`src/sv/lln_pkg.sv`:
```
// shared types and constants for the pooled linked list engine
// no dependencies; every other file refers to this package by scoped names
`default_nettype none

package lln_pkg;

  localparam int POOL_NODES = 64;
  localparam int IDX_W      = $clog2(POOL_NODES);
  localparam int CNT_W      = $clog2(POOL_NODES + 1);
  localparam int VAL_W      = 32;
  localparam int OP_W       = 3;
  localparam int POS_W      = 8;
  localparam int STAT_W     = 3;
  // width that holds both a position and a count plus one without wrap
  localparam int CMP_W      = ((POS_W > CNT_W) ? POS_W : CNT_W) + 1;

  typedef enum logic [OP_W-1:0] {
    OP_ADD_HEAD = 3'd0,
    OP_ADD_TAIL = 3'd1,
    OP_INSERT   = 3'd2,
    OP_REMOVE   = 3'd3,
    OP_LIST     = 3'd4,
    OP_CLEAR    = 3'd5
  } op_t;

  typedef enum logic [STAT_W-1:0] {
    ST_DONE      = 3'd0,
    ST_FULL      = 3'd1,
    ST_NOT_FOUND = 3'd2,
    ST_BAD_POS   = 3'd3,
    ST_EMPTY     = 3'd4
  } status_t;

  typedef enum logic [1:0] {
    S_IDLE,
    S_WALK
  } state_t;

  typedef enum logic [1:0] {
    CELL_HOLD,
    CELL_INSERT,
    CELL_ROTATE
  } cell_cmd_t;

  // broadcast to every cell of the row
  typedef struct packed {
    cell_cmd_t          cmd;
    logic [IDX_W-1:0]   at;
    logic               keep;
    logic [VAL_W-1:0]   din;
  } cell_ctrl_t;

endpackage

`default_nettype wire

```
`src/sv/lln_cell.sv`:
```
// one storage cell of the list row: holds one element, takes from a neighbor
// depends on lln_pkg for the broadcast control struct
`default_nettype none

module lln_cell (
  input  wire logic                        clk,
  input  wire lln_pkg::cell_ctrl_t         ctrl,
  input  wire logic [lln_pkg::IDX_W-1:0]   my_idx,
  input  wire logic [lln_pkg::VAL_W-1:0]   left,
  input  wire logic [lln_pkg::VAL_W-1:0]   right,
  output logic      [lln_pkg::VAL_W-1:0]   value
);

  always_ff @(posedge clk) begin
    unique case (ctrl.cmd)
      lln_pkg::CELL_INSERT: begin
        // open a gap at ctrl.at, everything behind moves one place back
        if (my_idx == ctrl.at) begin
          value <= ctrl.din;
        end else if (my_idx > ctrl.at) begin
          value <= left;
        end
      end
      lln_pkg::CELL_ROTATE: begin
        // head leaves the front and, if keep is set, is re-appended behind the last element
        if (ctrl.keep && (my_idx == ctrl.at)) begin
          value <= ctrl.din;
        end else begin
          value <= right;
        end
      end
      default: begin
      end
    endcase
  end

endmodule

`default_nettype wire

```
`config.mk`:
```
export PLATFORM = sky130hd
export DESIGN_NAME = lln_cell
export DESIGN_NICKNAME = d
export VERILOG_FILES = /design/src/sv/lln_pkg.sv /design/src/sv/lln_cell.sv
export SDC_FILE = /design/constraint.sdc
export NUM_CORES = 1
export LEC_CHECK = 0
export BUFFER_PORTS_ARGS = -buffer_cell sky130_fd_sc_hd__buf_4
export CORE_UTILIZATION = 35
export CTS_BUF_LIST = sky130_fd_sc_hd__clkbuf_16
export DETAILED_ROUTE_END_ITERATION = 10
export PLACE_DENSITY = 0.82
export REMOVE_ABC_BUFFERS = 1
export SYNTH_ARGS = -nofsm -noshare
export SYNTH_HDL_FRONTEND = slang
export SYNTH_SLANG_ARGS = --single-unit
export TNS_END_PERCENT = 10
```
`constraint.sdc`:
```
create_clock -name clk -period 5.1 [get_ports clk]
set_input_delay 1.02 -clock clk [delete_from_list [all_inputs] [get_ports clk]]
set_output_delay 1.02 -clock clk [all_outputs]
set_load 0.1 [all_outputs]
```
==> run summary <==
unrepaired setup endpoints after global routing -> false
top fanout value on the critical path -> 32
number of buffers inserted by post-CTS setup repair -> 0
FP Rows -> 26
clock tree root driver cell -> clkbuf_16
commonest non-fill, non-tap cells in the layout -> 145 x buf_4, 104 x inv_1, 32 x a222oi_1, 32 x edfxtp_1, 6 x ha_1
data required time of the worst path -> 4980 ps
drt wl/cell -> 13.2 um
Die Span Y -> 76.0 um
Tot Pwr -> 0.00112 W
vias per inst -> 4.80
number of input and output port buffers inserted -> 143
Final Routed Wirelength -> 5400 um
TNS Setup -> 0 ps
Num CTS Buffers -> 5
Post-Route Utilization -> 0.619
Filler cells -> 447
headroom to the max-slew limit -> 0.237
Worst Max-Slew Pin Slew -> 1140 ps
via count of the routed design -> 1970
area of the multi-input gates -> 544 um^2
die outline area -> 5770 um^2
largest registers in the final layout -> value x32
post-synthesis cell type with the largest combined area -> edfxtp_1
synthesized cell area -> 1910 um^2
number of clock sinks -> 32
Sequential Area -> 961 um^2
P per Cell Area -> 350 nW/um^2
number of hold-repair buffers added at the cts stage -> 0
total global routing track utilization -> 0.187
global routing met2 resource utilization -> 0.343
fraction of the yosys area taken by sequential cells -> 0.502
number of flip-flops in the largest register -> 32
top cell family by delay on the critical path -> compound AO/OA/AOI/OAI gates
switching power of the nets -> 0.000474 W
Clk pwr share -> 0.238
Critical Path End Type -> register
cells taking the most area after synthesis -> edfxtp_1 50%, inv_1 20%, a222oi_1 17%
Chip Width -> 76.0 um
DRC viols -> 0
switching part of the total power -> 0.423
critical path start-end classification -> input pin to register
DRT Pass-1 Iters -> 7
initial core utilization -> 0.370
final HPWL from detailed placement -> 4210 um
Pint -> 0.000647 W
outcome -> complete, no violations
standard cell with the maximum stage delay on the critical path -> a41oi_4
share of Yosys cell area claimed by the top area cell type -> 0.502
post-synthesis area per instance -> 9.72 um^2
Initial DRC Count -> 144
final hold vios -> 0
ratio of cells with drive above 1 in the final layout -> 0.453
number of antenna violations at the first check in global routing -> 0
Final Cycle Share -> 0.598
combinational share of power -> 0.447
global routing met3 resource utilization -> 0.0602
Final min period -> 3050 ps
Ys Warns -> 0
number of global-route vias before repair -> 1927
global-route layer with the greatest usage -> met2
CTS tree -> yes
worst min path class -> input pin to register
wire length of the first global-routing pass -> 8550 um
post-cts gate resize count -> 0
delay contributed by the slowest stage of the critical path -> 980 ps
Post-layout nets -> 458
number of max-cap violations -> 0
Critical Path AT -> 2930 ps
count of final setup violators -> 0
Reg clk slew, reported paths -> 50 ps
remaining number of nets flagged by the antenna check after routing -> 0
worst path cell trace -> buf_4, inv_1, ha_1, and4_1, o21ai_0, a41oi_4
number of top-level design ports -> 144
achievable frequency -> 0.328 GHz
core area -> 5170 um^2
flip-flop and latch count after synthesis -> 32
clock tree buffer depth -> 2
Global Route met1 Usage -> 0.197
number of levels in the clock H-tree -> 2
maximum number of pins on one net before global-route repair -> 33
overflow left after global routing -> 0
count of buffer and inverter cells on the critical path -> 2
layout overhead on the synthesized area -> 67.3%
Antenna Cells -> 0
register with the most flip-flops -> value
routability congestion estimate -> 0.774
register share of total power -> 0.315
number of library cell types mapped by synthesis -> 20
most common library cell in the layout ignoring fill and taps -> buf_4
startpoint class of the critical path -> input pin
static leakage -> 1.77 nW
number of pins with negative max-slew slack in the final report -> 0
cells after synthesis -> 197
VDD IR max -> 0.184 mV
## kinds of logic after synthesis
logic type,count (synthesis),share of synthesized area
buffers and inverters,112,0.235
AOI/OAI and AO/OA,39,0.197
DFF,32,0.502
and+or+nand+nor,7,0.0222
adders and majority gates,6,0.0392
xor gates and xnor gates,1,0.00458
## routing by layer
layer,vias to the layer above,wire (um)
met2,107,2830
met5,-,0
met3,14,431
met1,898,1990
li1,951,-
met4,0,155
## synth_stat cells
| cell type | number |
|---|---|
| a31oi_1 | 1 |
| o21ai_0 | 1 |
| o31a_1 | 1 |
| buf_6 | 3 |
| ha_1 | 6 |
| inv_1 | 103 |
| and2b_1 | 1 |
| a222oi_1 | 32 |
| buf_2 | 6 |
| nor2b_1 | 1 |
| and4_1 | 1 |
| a41oi_1 | 1 |
| a21o_1 | 1 |
| xnor2_1 | 1 |
| a211oi_1 | 1 |
| nand3_1 | 2 |
| edfxtp_1 | 32 |
| nand2_1 | 1 |
| nand4_1 | 1 |
| a211oi_2 | 1 |
## metrics by stage
| step | cell area [um^2] | hold slack, ps | worst slack (ps) | instances |
|---|---|---|---|---|
| 2_1_floorplan | 1850 | 1280 | 1190 | 188 |
| 3_3_place_gp | 3070 | 1400 | 1870 | 403 |
| 3_5_place_dp | 3070 | 1410 | 1750 | 403 |
| 4_1_cts | 3200 | 1120 | 2020 | 410 |
| 5_1_grt | 3200 | 1130 | 1930 | 410 |
| 6_report | 3200 | 1130 | 2050 | 410 |
## layout make-up
class,count,share of cell area
Timing Repair Buffer,145,0.340
Multi-Input combinational cell,53,0.170
Inverter,103,0.121
Tap cell,70,0.0274
Clock buffer,5,0.0391
Clock inverter,2,0.00274
Sequential cell,32,0.300
## power by group through the flow
stage          Combinational, W  Sequential, W  Clock [W]
6_report               0.000501       0.000353   0.000267
3_3_place_gp           0.000497       0.000356          0
3_5_place_dp           0.000503       0.000358          0
4_1_cts                0.000503       0.000353   0.000275
2_1_floorplan         0.0000586       0.000652          0
5_1_grt                0.000518       0.000357   0.000288
## worst paths after layout
kind | cells past startpoint | from | endpoint | slack [ps]
worst max-delay path | 6 | ctrl[38] | value[31]$_DFFE_PP_ | 2050
worst min-delay path | 3 | right[6] | value[6]$_DFFE_PP_ | 1130
Power figures use the tool's default switching activity.
